## src/rtl/smc_pkg.sv

```systemverilog
// Shared types and constants for the settable minute clock.
`timescale 1ns / 1ps
`default_nettype none

package smc_pkg;

    localparam int unsigned DEF_TICKS_PER_MINUTE = 60;

    localparam int unsigned KIND_W   = 2;
    localparam int unsigned BUTTON_W = 4;
    localparam int unsigned MINUTE_W = 11;
    localparam int unsigned TICK_W   = 6;
    localparam int unsigned LED_W    = 8;
    localparam int unsigned HOURS_W  = 5;
    localparam int unsigned MINS_W   = 6;

    localparam logic [MINUTE_W-1:0] DAY_MINUTES  = 11'd1440;
    localparam logic [MINUTE_W-1:0] HOUR_MINUTES = 11'd60;

    localparam logic [LED_W-1:0] LED_RUN  = 8'b1000_0000;
    localparam logic [LED_W-1:0] LED_SWAP = 8'b0011_0000;
    localparam logic [LED_W-1:0] LED_LOW  = 8'b0001_0000;
    localparam logic [LED_W-1:0] LED_SET  = 8'b0010_0000;

    localparam logic [KIND_W-1:0] KIND_TICK   = 2'd0;
    localparam logic [KIND_W-1:0] KIND_BUTTON = 2'd1;
    localparam logic [KIND_W-1:0] KIND_INIT   = 2'd2;

    localparam logic [BUTTON_W-1:0] BTN_TOGGLE = 4'd1;
    localparam logic [BUTTON_W-1:0] BTN_RELOAD = 4'd2;
    localparam logic [BUTTON_W-1:0] BTN_HOUR   = 4'd3;
    localparam logic [BUTTON_W-1:0] BTN_MINUTE = 4'd4;

    // floor(m / 60) == (m * 1093) >> 16 for every m below 1440
    localparam int unsigned          DIV60_SHIFT = 16;
    localparam logic [MINUTE_W-1:0]  DIV60_MUL   = 11'd1093;

    typedef enum logic [1:0] {
        UPD_INIT    = 2'd0,
        UPD_LED     = 2'd1,
        UPD_DISPLAY = 2'd2,
        UPD_BOTH    = 2'd3
    } t_update_kind;

endpackage

`default_nettype wire

```

## src/rtl/settable_minute_clock_core.sv

```systemverilog
// Minute-of-day clock with set mode: top level, state update and result register.
//
// The block takes one beat per cycle while its input is not stalled. A beat
// lands in an input register, the clock state is updated from it and any
// result is written to the output register. Once the clock has started,
// ticks outside set mode that do not complete a minute, multiple presses or
// unknown buttons and kind three update state (or not) and give no result.
// The input stalls only while the waiting beat has a result and the output
// register holds a result that is itself stalled.
`timescale 1ns / 1ps
`default_nettype none

module settable_minute_clock_core
    import smc_pkg::*;
#(
    parameter int unsigned TICKS_PER_MINUTE = DEF_TICKS_PER_MINUTE
)(
    input  wire logic                 i_clk,
    input  wire logic                 i_rst_n,
    input  wire logic                 i_in_valid,
    output logic                      o_in_stall,
    input  wire logic [KIND_W-1:0]    i_kind,
    input  wire logic [BUTTON_W-1:0]  i_button_id,
    input  wire logic                 i_multi_press,
    input  wire logic [MINUTE_W-1:0]  i_board_minute,
    output logic                      o_out_valid,
    input  wire logic                 i_out_stall,
    output logic      [1:0]           o_update_kind,
    output logic      [LED_W-1:0]     o_led_pattern,
    output logic      [HOURS_W-1:0]   o_show_hours,
    output logic      [MINS_W-1:0]    o_show_minutes
);

    localparam logic [TICK_W-1:0] TICK_LIMIT = TICK_W'(TICKS_PER_MINUTE);

    logic                r_in_valid;
    logic [KIND_W-1:0]   r_in_kind;
    logic [BUTTON_W-1:0] r_in_button;
    logic                r_in_multi;
    logic [MINUTE_W-1:0] r_in_board;

    logic                r_started,  n_started;
    logic                r_setting,  n_setting;
    logic [TICK_W-1:0]   r_tick,     n_tick;
    logic [MINUTE_W-1:0] r_current,  n_current;
    logic [MINUTE_W-1:0] r_edit,     n_edit;
    logic [LED_W-1:0]    r_led,      n_led;

    logic                r_out_valid;
    t_update_kind        r_out_kind;
    logic [LED_W-1:0]    r_out_led;
    logic [HOURS_W-1:0]  r_out_hours;
    logic [MINS_W-1:0]   r_out_mins;

    logic                has_result;
    t_update_kind        res_kind;
    logic [MINUTE_W-1:0] board_day;
    logic [MINUTE_W-1:0] cur_inc;
    logic [MINUTE_W-1:0] edit_hour;
    logic [MINUTE_W-1:0] edit_min;
    logic [TICK_W-1:0]   tick_inc;
    logic [LED_W-1:0]    led_base;
    logic [MINUTE_W-1:0] shown;
    logic [HOURS_W-1:0]  shown_hours;
    logic [MINS_W-1:0]   shown_mins;
    logic                advance;

    always_comb begin
        board_day = (r_in_board >= DAY_MINUTES) ? r_in_board - DAY_MINUTES : r_in_board;
        cur_inc   = (r_current + 11'd1 >= DAY_MINUTES) ? '0 : r_current + 11'd1;
        edit_hour = (r_edit + HOUR_MINUTES >= DAY_MINUTES) ?
                    r_edit + HOUR_MINUTES - DAY_MINUTES : r_edit + HOUR_MINUTES;
        edit_min  = (r_edit + 11'd1 >= DAY_MINUTES) ? '0 : r_edit + 11'd1;
        tick_inc  = r_tick + 6'd1;
        led_base  = (r_led == LED_RUN) ? LED_LOW : r_led;

        n_started  = r_started;
        n_setting  = r_setting;
        n_tick     = r_tick;
        n_current  = r_current;
        n_edit     = r_edit;
        n_led      = r_led;
        has_result = 1'b0;
        res_kind   = UPD_INIT;

        if (!r_started || r_in_kind == KIND_INIT) begin
            if (!r_started) begin
                n_current = board_day;
            end
            n_started  = 1'b1;
            n_led      = LED_RUN;
            n_setting  = 1'b0;
            has_result = 1'b1;
            res_kind   = UPD_INIT;
        end else if (r_in_kind == KIND_TICK) begin
            if (r_setting) begin
                n_led      = led_base ^ LED_SWAP;
                has_result = 1'b1;
                res_kind   = UPD_LED;
            end else if (tick_inc >= TICK_LIMIT) begin
                n_tick     = '0;
                n_current  = cur_inc;
                has_result = 1'b1;
                res_kind   = UPD_DISPLAY;
            end else begin
                n_tick = tick_inc;
            end
        end else if (r_in_kind == KIND_BUTTON && !r_in_multi) begin
            res_kind = UPD_BOTH;
            case (r_in_button)
                BTN_TOGGLE: begin
                    has_result = 1'b1;
                    n_setting  = !r_setting;
                    n_tick     = '0;
                    if (r_setting) begin
                        n_current = r_edit;
                        n_led     = LED_RUN;
                    end else begin
                        n_edit = r_current;
                        n_led  = LED_SET;
                    end
                end
                BTN_RELOAD: begin
                    has_result = 1'b1;
                    n_edit     = board_day;
                end
                BTN_HOUR: begin
                    has_result = 1'b1;
                    n_edit     = edit_hour;
                end
                BTN_MINUTE: begin
                    has_result = 1'b1;
                    n_edit     = edit_min;
                end
                default: begin
                    has_result = 1'b0;
                end
            endcase
        end

        shown = n_setting ? n_edit : n_current;
    end

    smc_time_split u_split (
        .i_minute  (shown),
        .o_hours   (shown_hours),
        .o_minutes (shown_mins)
    );

    assign advance    = r_in_valid && (!has_result || !r_out_valid || !i_out_stall);
    assign o_in_stall = r_in_valid && !advance;

    always_ff @(posedge i_clk) begin
        if (!i_rst_n) begin
            r_in_valid <= 1'b0;
        end else if (i_in_valid && !o_in_stall) begin
            r_in_valid <= 1'b1;
        end else if (advance) begin
            r_in_valid <= 1'b0;
        end
    end

    always_ff @(posedge i_clk) begin
        if (i_in_valid && !o_in_stall) begin
            r_in_kind   <= i_kind;
            r_in_button <= i_button_id;
            r_in_multi  <= i_multi_press;
            r_in_board  <= i_board_minute;
        end
    end

    always_ff @(posedge i_clk) begin
        if (!i_rst_n) begin
            r_started <= 1'b0;
            r_setting <= 1'b0;
            r_tick    <= '0;
            r_current <= '0;
            r_edit    <= '0;
            r_led     <= LED_RUN;
        end else if (advance) begin
            r_started <= n_started;
            r_setting <= n_setting;
            r_tick    <= n_tick;
            r_current <= n_current;
            r_edit    <= n_edit;
            r_led     <= n_led;
        end
    end

    always_ff @(posedge i_clk) begin
        if (!i_rst_n) begin
            r_out_valid <= 1'b0;
        end else if (advance && has_result) begin
            r_out_valid <= 1'b1;
        end else if (!i_out_stall) begin
            r_out_valid <= 1'b0;
        end
    end

    always_ff @(posedge i_clk) begin
        if (advance && has_result) begin
            r_out_kind  <= res_kind;
            r_out_led   <= n_led;
            r_out_hours <= shown_hours;
            r_out_mins  <= shown_mins;
        end
    end

    assign o_out_valid    = r_out_valid;
    assign o_update_kind  = r_out_kind;
    assign o_led_pattern  = r_out_led;
    assign o_show_hours   = r_out_hours;
    assign o_show_minutes = r_out_mins;

    a_current_in_day: assert property (@(posedge i_clk) disable iff (!i_rst_n)
        r_current < DAY_MINUTES)
        else $error("current minute left the day range");

    a_edit_in_day: assert property (@(posedge i_clk) disable iff (!i_rst_n)
        r_edit < DAY_MINUTES)
        else $error("edit minute left the day range");

    a_tick_below_limit: assert property (@(posedge i_clk) disable iff (!i_rst_n)
        r_tick < TICK_LIMIT)
        else $error("tick count reached the minute limit");

    a_set_holds_tick: assert property (@(posedge i_clk) disable iff (!i_rst_n)
        r_setting |-> r_tick == '0)
        else $error("tick count moved in set mode");

    a_result_after_start: assert property (@(posedge i_clk) disable iff (!i_rst_n)
        r_out_valid |-> r_started)
        else $error("result present before the clock started");

    a_init_leaves_set: assert property (@(posedge i_clk) disable iff (!i_rst_n)
        advance && has_result && res_kind == UPD_INIT |=> !r_setting)
        else $error("init beat left set mode active");

endmodule

`default_nettype wire

```

## src/rtl/smc_time_split.sv

```systemverilog
// Splits a minute of the day into hours and minutes.
`timescale 1ns / 1ps
`default_nettype none

module smc_time_split
    import smc_pkg::*;
(
    input  wire logic [MINUTE_W-1:0] i_minute,
    output logic      [HOURS_W-1:0]  o_hours,
    output logic      [MINS_W-1:0]   o_minutes
);

    localparam int unsigned PROD_W = 2 * MINUTE_W;

    logic [PROD_W-1:0]   prod;
    logic [MINUTE_W-1:0] hour_base;

    always_comb begin
        prod      = PROD_W'(i_minute) * PROD_W'(DIV60_MUL);
        o_hours   = prod[DIV60_SHIFT +: HOURS_W];
        hour_base = MINUTE_W'(o_hours) * HOUR_MINUTES;
        o_minutes = MINS_W'(i_minute - hour_base);
    end

endmodule

`default_nettype wire
```

## config.mk

```make
export PLATFORM = sky130hd
export DESIGN_NAME = settable_minute_clock_core
export DESIGN_NICKNAME = d
export VERILOG_FILES = /design/src/rtl/smc_pkg.sv /design/src/rtl/settable_minute_clock_core.sv /design/src/rtl/smc_time_split.sv
export SDC_FILE = /design/constraint.sdc
export NUM_CORES = 1
export LEC_CHECK = 0
export ABC_AREA = 1
export ABC_CLOCK_PERIOD_IN_PS = 10750
export BUFFER_PORTS_ARGS = -buffer_cell sky130_fd_sc_hd__clkbuf_2
export CAP_MARGIN = 20
export CORE_ASPECT_RATIO = 2
export CORE_MARGIN = 2
export CORE_UTILIZATION = 49
export DETAILED_ROUTE_END_ITERATION = 16
export PLACE_DENSITY = 0.66
export SLEW_MARGIN = 40
export SYNTH_ARGS = -nofsm -noshare
export SYNTH_HDL_FRONTEND = slang
export SYNTH_SLANG_ARGS = --single-unit
```

## constraint.sdc

```tcl
create_clock -name i_clk -period 10.75 [get_ports i_clk]
set_clock_uncertainty 0.2 [all_clocks]
set_input_delay 0.5375 -clock i_clk [delete_from_list [all_inputs] [get_ports i_clk]]
set_output_delay 0.5375 -clock i_clk [all_outputs]
set_load 0.005 [all_outputs]
```

==> results of run 1 <==
[report_power, final]
| group | internal [µW] | total (µW) | switching, µW |
|---|---|---|---|
| Combinational | 271 | 675 | 404 |
| Clock | 165 | 316 | 151 |
| Sequential | 362 | 386 | 23.9 |
| Total | 797 | 1380 | 579 |
[cells in the final DEF, fill, tap and decap left out, types with 4 or more instances in the layout]
cell type  instances
nand2_1          174
inv_1             99
ha_1              71
o21ai_0           65
nand3_1           59
a21oi_1           58
nor2_1            47
clkbuf_2          44
dfxtp_1           40
edfxtp_1          39
nand4_1           15
nand2_2           14
o211ai_1          13
xor2_1            13
inv_2             11
nand3_2           10
o2111ai_1         10
clkbuf_16          9
a211oi_1           8
nor3_1             7
o21ai_1            7
fa_1               7
nor2_2             6
xnor2_1            6
o22ai_1            5
nor2_4             4
nor4_1             4
o221ai_1           4
[final timing paths]
kind / from / end / slack (ps) / cells past startpoint
min: i_board_minute[4] / r_in_board[4] / 160 / 1
max: r_edit[2] / o_show_minutes[5] / 2250 / 43
max reg2reg: r_edit[2] / o_show_minutes[5] / 2250 / 43
min reg2reg: r_led[3] / r_led[3] / 270 / 2
[worst max-delay path, delay by kind of cell (launching register included)]
family                   cells  cell delay, ps
flip-flops                   1             470
buffers and inverters        9             750
adder cells (fa/ha/maj)     11            3510
AND/OR/NAND/NOR             10            1110
XOR/XNOR                     4             820
AO/OA/AOI/OAI                9            1380
[metrics by stage]
step           hold WS (ps)  cell area (µm²)  std cells  util (%)  setup slack (ps)
2_1_floorplan           245             6620        864         -              3510
3_3_place_gp            263             6910       1039      51.7              2410
3_5_place_dp            262             6910       1039      51.7              2350
4_1_cts                 156             7210       1055      54.0              2320
5_1_grt                 161             7220       1055      54.0              1710
6_report                162             7220       1055      54.0              2250
[registers in the layout, indices dropped and copies added, names as in the netlist]
| signal | cells |
|---|---|
| r_led | 8 |
| o_show_minutes | 6 |
| r_edit | 11 |
| r_in_board | 11 |
| o_update_kind | 2 |
| r_in_kind | 2 |
| o_led_pattern | 8 |
| o_out_valid | 1 |
| r_started | 1 |
| o_show_hours | 5 |
| r_setting | 1 |
| r_in_multi | 1 |
| r_tick | 6 |
| r_current | 11 |
| r_in_button | 4 |
| r_in_valid | 1 |
[per-layer routing]
| layer | global-route usage (%) | up-vias |
|---|---|---|
| li1 | - | 3038 |
| met1 | 27.4 | 2897 |
| met2 | 56.8 | 181 |
| met3 | 3.04 | 86 |
| met4 | 21.5 | 0 |
| met5 | 0 | - |
[kinds of logic (layout without fill, tap and decap cells)]
family | count (synthesis) | after routing | synth area share [%]
and+or+nand+nor | 358 | 358 | 26.1
muxes | 2 | 2 | 0.302
adders and majority gates | 78 | 78 | 15.5
xor gates and xnor gates | 22 | 22 | 3.25
AOI/OAI and AO/OA | 188 | 188 | 16.7
DFF | 79 | 79 | 29.8
buffers and inverters | 137 | 173 | 8.35
[synth_stat cells, drive strengths merged (13+ instances only)]
cell	number	area, µm²
nand3	69	395
dfxtp	40	801
nand4	16	106
clkbuf	14	53.8
o211ai	13	97.6
nor2	57	259
ha	71	888
o21ai	73	369
edfxtp	39	1170
xor2	16	163
a21oi	59	299
nand2	191	774
inv	110	413
[area by class of cell]
type	instances	area [µm²]	area share [%]
Tap cell	155	194	2.69
Timing Repair Buffer	45	228	3.16
Inverter	112	422	5.84
Sequential cell	79	1970	27.3
Multi-Input combinational cell	648	4100	56.8
Clock inverter	7	73.8	1.02
Clock buffer	9	225	3.12
==> out/summary.txt, run 1 <==
P&R area growth vs syn - 8.95%
fillcell total - 1,330
Power Dens Cells - 191 mW/mm²
RSZ-0062 raised after global routing - false
Critical Path Sink Type - flop
die height - 168 µm
Lkg Pwr - 0.00325 µW
average instance area after synthesis - 7.67 µm²
share of cells above drive strength 1 - 13.8%
Max Clk Rate - 118 MHz
CP Data Required Time - 10,660 ps
synth warn - 0
Port Buffers - 44
DR WL met3 - 629 µm
Slew Viols, Final - 0
# resized after CTS - 0
Post-synth EDFFs - 39
CTS Hold Bufs - 0
hold crit path type - in2reg
initial antenna violation count - 0
wirelength, routed - 20,700 µm
total power - 1380 µW
Post-route DRC - 0
CTS Sinks - 79
GRT Total Usage - 29.5%
H-tree depth - 3
Worst-Skew Late Latency - 340 ps
1st-pass router iterations - 5
Max VDD drop - 0.265 mV
Worst Path Arrival - 8400 ps
Row Count - 60
sequential area share after synthesis - 29.8%
cell area after synthesis - 0.00662 mm²
Syn Inst Count - 864
post-detail-place hpwl - 17,000 µm
first-pass GRT wire length - 32,800 µm
FFs w/ async S/R, synth - 0%
WL met1 - 6850 µm
setup violators final - 0
Primary FF master, synth - dfxtp_1
wire per inst - 19.6 µm
Distinct cells, synth - 56
starting density of the core - 49.6%
Max-cap violations - 0
CP max stage delay - 500 ps
die area - 0.0145 mm²
worst-path maximum fanout - 6
CTS Buf Count - 9
Die W - 86.2 µm
Max-slew headroom - 48.0%
Hold Vio Cnt, Final - 0
DR vias/cell - 5.88
Root Buffer - clkbuf_16
vias in the first global route - 6,401
fin crit period - 8500 ps
TritonCTS clock tree - done
Crit Path Class - reg2reg
Nets - 995
top layer in use - met4
pin count of the biggest net entering global routing - 39
Tcrit/Tclk final - 79.0%
outcome - finished, final reports clean
Post-Synthesis Net Count - 964
TNS Setup - 0 ps
Clock Tree Buf Depth - 2
diode count - 0
slew at the pin closest to its max-slew limit - 779 ps
critical path launch point type - flop
CTS clk-pin slew, worst paths - 70 ps
core area - 0.0134 mm²
Worst path slowest cell - fa_1
DR iter-0 viols - 347
crit-path most repeated cell - ha_1
met2 routed WL - 11,500 µm
Overflow after GRT - 0
Yosys reg bits - 79
post-route ant nets - 0
vias - 6,202
# Post-CTS Setup Buffers - 0
RePlAce Congestion - 1.04
io pins - 45
No activity file was read; power rests on OpenSTA's default activity.
==> run 2, diff against run 1 <==
- ABC_AREA: 1 -> 0
- ABC_CLOCK_PERIOD_IN_PS: 10750 -> 7900
- clock period: 10.75 -> 7.9 ns (I/O delays scaled with it)
==> run 2 against run 1 <==
  * Core utilization is 6.9 points higher
  * Fmax increased by 11%
  * Synthesized cell count shrank 14%
  * Clock power grew 24%
  * Clock-buffer cell count increased by 2
  * Non-clock buffer count up 90
  * Wire length up 14%
  * Power rose by 39%
  * Critical endpoint unchanged
  * Highest routed layer unchanged
==> out/summary.txt, run 2 <==
DR iter-0 viols - 524 (was 347)
Port Buffers - 44 (unchanged)
CP delay by family, top - adder cells (unchanged)
met1 Track Usage GR - 32.6% (was 27.4%)
synth cell count leaders - 88 x nand2_1, 71 x ha_1, 64 x a21oi_1, 50 x nor2_1, 41 x o21ai_0 (was 174 x nand2_1, 100 x inv_1, 71 x ha_1, 67 x o21ai_0, 59 x nand3_1)
share of cells above drive strength 1 - 23.9% (was 13.8%)
Max-cap violations - 0 (unchanged)
post-detail-place hpwl - 18,600 µm (was 17,000 µm)
diode count - 0 (unchanged)
hold crit path type - in2reg (unchanged)
Power Dens Cells - 243 mW/mm² (was 191 mW/mm²)
slew at the pin closest to its max-slew limit - 676 ps (was 779 ps)
met2 Usage GRT - 61.0% (was 56.8%)
outcome - finished, final reports clean (unchanged)
die height - 166 µm (was 168 µm)
Die W - 85.1 µm (was 86.2 µm)
Max Clk Rate - 131 MHz (was 118 MHz)
Clock Tree Buf Depth - 2 (unchanged)
1st-pass router iterations - 5 (unchanged)
initial antenna violation count - 0 (unchanged)
Syn Inst Count - 744 (was 864)
CP Data Required Time - 7790 ps (was 10,660 ps)
post-synth top area share - 18.2% (was 17.7%)
CP max stage delay - 410 ps (was 500 ps)
TNS Setup - 0 ps (unchanged)
Nets - 948 (was 995)
wirelength, routed - 23,700 µm (was 20,700 µm)
Compound-Gate Fraction of Synth Area - 21.9% (was 16.7%)
average instance area after synthesis - 8.67 µm² (was 7.67 µm²)
gr busiest metal - met2 (unchanged)
Worst Path Arrival - 7540 ps (was 8400 ps)
Row Count - 59 (was 60)
Lkg Pwr - 0.00323 µW (was 0.00325 µW)
FFs w/ async S/R, synth - 0% (unchanged)
starting density of the core - 49.9% (was 49.6%)
io pins - 45 (unchanged)
H-tree depth - 3 (unchanged)
vias in the first global route - 6,580 (was 6,401)
wire per inst - 23.6 µm (was 19.6 µm)
biggest regs - r_current: 11 flops, r_edit: 11 flops, r_in_board: 11 flops (unchanged)
Max VDD drop - 0.863 mV (was 0.265 mV)
commonest non-fill, non-tap cell in the layout - buf_4 (was nand2_1)
Slew Viols, Final - 0 (unchanged)
Max-slew headroom - 54.8% (was 48.0%)
main combinational cell family by area after synthesis - compound AO/OA/AOI/OAI gates (was simple AND/OR/NAND/NOR gates)
met3 usage - 4.62% (was 3.04%)
synthesized-area fraction occupied by adder cells - 15.9% (was 15.5%)
fin crit period - 7650 ps (was 8500 ps)
Root Buffer - clkbuf_16 (unchanged)
setup violators final - 0 (unchanged)
post-route ant nets - 0 (unchanged)
sequential area share after synthesis - 30.6% (was 29.8%)
Worst path slowest cell - a221o_1 (was fa_1)
P&R area growth vs syn - 21.9% (was 8.95%)
fillcell total - 1,164 (was 1,330)
TritonCTS clock tree - done (unchanged)
CP Buf/Inv Count - 4 (was 9)
Area contributors post-synth - edfxtp_1 18%, ha_1 14%, dfxtp_1 12% (was edfxtp_1 18%, ha_1 13%, dfxtp_1 12%)
Yosys reg bits - 79 (unchanged)
top-count cell post-synth - nand2_1 (unchanged)
final std cells w/o fill - 1,005 (was 1,055)
hold slack - 20.8 ps (was 162 ps)
synth warn - 0 (unchanged)
vias - 6,518 (was 6,202)
die area - 0.0141 mm² (was 0.0145 mm²)
Crit Path Class - reg2reg (unchanged)
Post-Synth XOR/XNOR Area - 4.40% (was 3.25%)
Overflow after GRT - 0 (unchanged)
CTS clk-pin slew, worst paths - 70 ps (about the same)
simple-gate share of the synthesized area - 20.5% (was 26.1%)
worst-path maximum fanout - 4 (was 6)
Post-synth EDFFs - 39 (unchanged)
CTS Buf Count - 9 (unchanged)
post-synthesis mux area share - 2.35% (was 0.302%)
cell area after synthesis - 0.00645 mm² (was 0.00662 mm²)
critical path launch point type - flop (unchanged)
Primary FF master, synth - dfxtp_1 (unchanged)
most frequent cells in the layout - 91 x buf_4, 88 x nand2_1, 70 x ha_1, 59 x a21oi_1, 47 x nor2_1 (was 174 x nand2_1, 99 x inv_1, 71 x ha_1, 65 x o21ai_0, 59 x nand3_1)
Distinct cells, synth - 78 (was 56)
Tcrit/Tclk final - 96.8% (was 79.0%)
DR vias/cell - 6.49 (was 5.88)
RePlAce Congestion - 1.07 (was 1.04)
Placed Instances - 982 (was 1,039)
GRT Total Usage - 33.6% (was 29.5%)
crit-path most repeated cell - ha_1 (unchanged)
core area - 0.0129 mm² (was 0.0134 mm²)
CTS Sinks - 79 (unchanged)
Post-Synthesis Net Count - 844 (was 964)
Critical Path Sink Type - flop (unchanged)
pin count of the biggest net entering global routing - 32 (was 39)
Post-route DRC - 0 (unchanged)
first-pass GRT wire length - 36,200 µm (was 32,800 µm)
Hold Vio Cnt, Final - 0 (unchanged)
cell accounting for the most synthesized area - edfxtp_1 (unchanged)
Final Util - 60.9% (was 54.0%)
Worst-Skew Late Latency - 340 ps (about the same)
run 2: changes by cell type in the layout (fill, tap and decap cells not counted), moves of 10 or more:
cell / change
xnor2_1: +16
inv_1: -72
and2_1: +13
buf_4: +90
and3_1: +12
nand2_1: -86
nor3_1: +14
nand3_1: -39
mux2i_1: +13
nand2_2: -14
inv_2: -10
o21ai_0: -35
run 2: cells by family after synthesis:
kind of cell	after synthesis
AO/OA/AOI/OAI	207
XOR/XNOR	30
adder cells (fa/ha/maj)	78
buffers and inverters	70
flip-flops	79
multiplexers	15
AND/OR/NAND/NOR	265
run 2: routing by layer:
| layer | vias up | part of all wire [%] | routed length (µm) |
|---|---|---|---|
| li1 | 2975 | - | - |
| met1 | 3096 | 33 | 7750 |
| met2 | 313 | 53 | 12500 |
| met3 | 134 | 4.7 | 1130 |
| met4 | 0 | 9.7 | 2310 |
| met5 | - | 0 | 0 |
run 2: report_power, final:
part           total, µW  internal (µW)  leakage, µW  switching (µW)
Combinational        995            499      0.00241             496
Sequential           522            502     0.000692            20.4
Clock                391            213     0.000129             177
run 2: metrics by stage:
stage	worst slack, ps	total power, µW	instance area (µm²)
after floorplan	61.1	1150	6450
after global placement	-53.7	1410	7330
after detailed placement	-292	1480	7330
after CTS	43.8	1870	7620
after global routing	-68.0	2040	7860
final	255	1910	7860
run 2: path summary, 6_finish.rpt:
| check | start | to | slack [ps] | cells after the start |
|---|---|---|---|---|
| worst max-delay path | r_edit[0] | o_show_minutes[5] | 250 | 33 |
| worst min-delay path | i_board_minute[8] | r_in_board[8] | 20 | 1 |
| worst max register to register | r_edit[0] | o_show_minutes[5] | 250 | 33 |
| worst min register to register | r_led[1] | r_led[1] | 280 | 1 |
run 2: cell type report:
type / count / area, µm² / area share [%]
clock inverter: 5 / 35.0 / 0.446
timing repair buffer: 135 / 903 / 11.5
inverter: 28 / 105 / 1.34
sequential: 79 / 1980 / 25.2
multi-input combinational: 595 / 4420 / 56.2
clock buffer: 11 / 233 / 2.96
tap: 152 / 190 / 2.42
run 2: what timing repair did:
action	in CTS	in global routing
hold buffers	0	0
endpoints found under the setup margin	2	2
buffers inserted	0	7
pin swaps	0	12
resized for setup	11	42
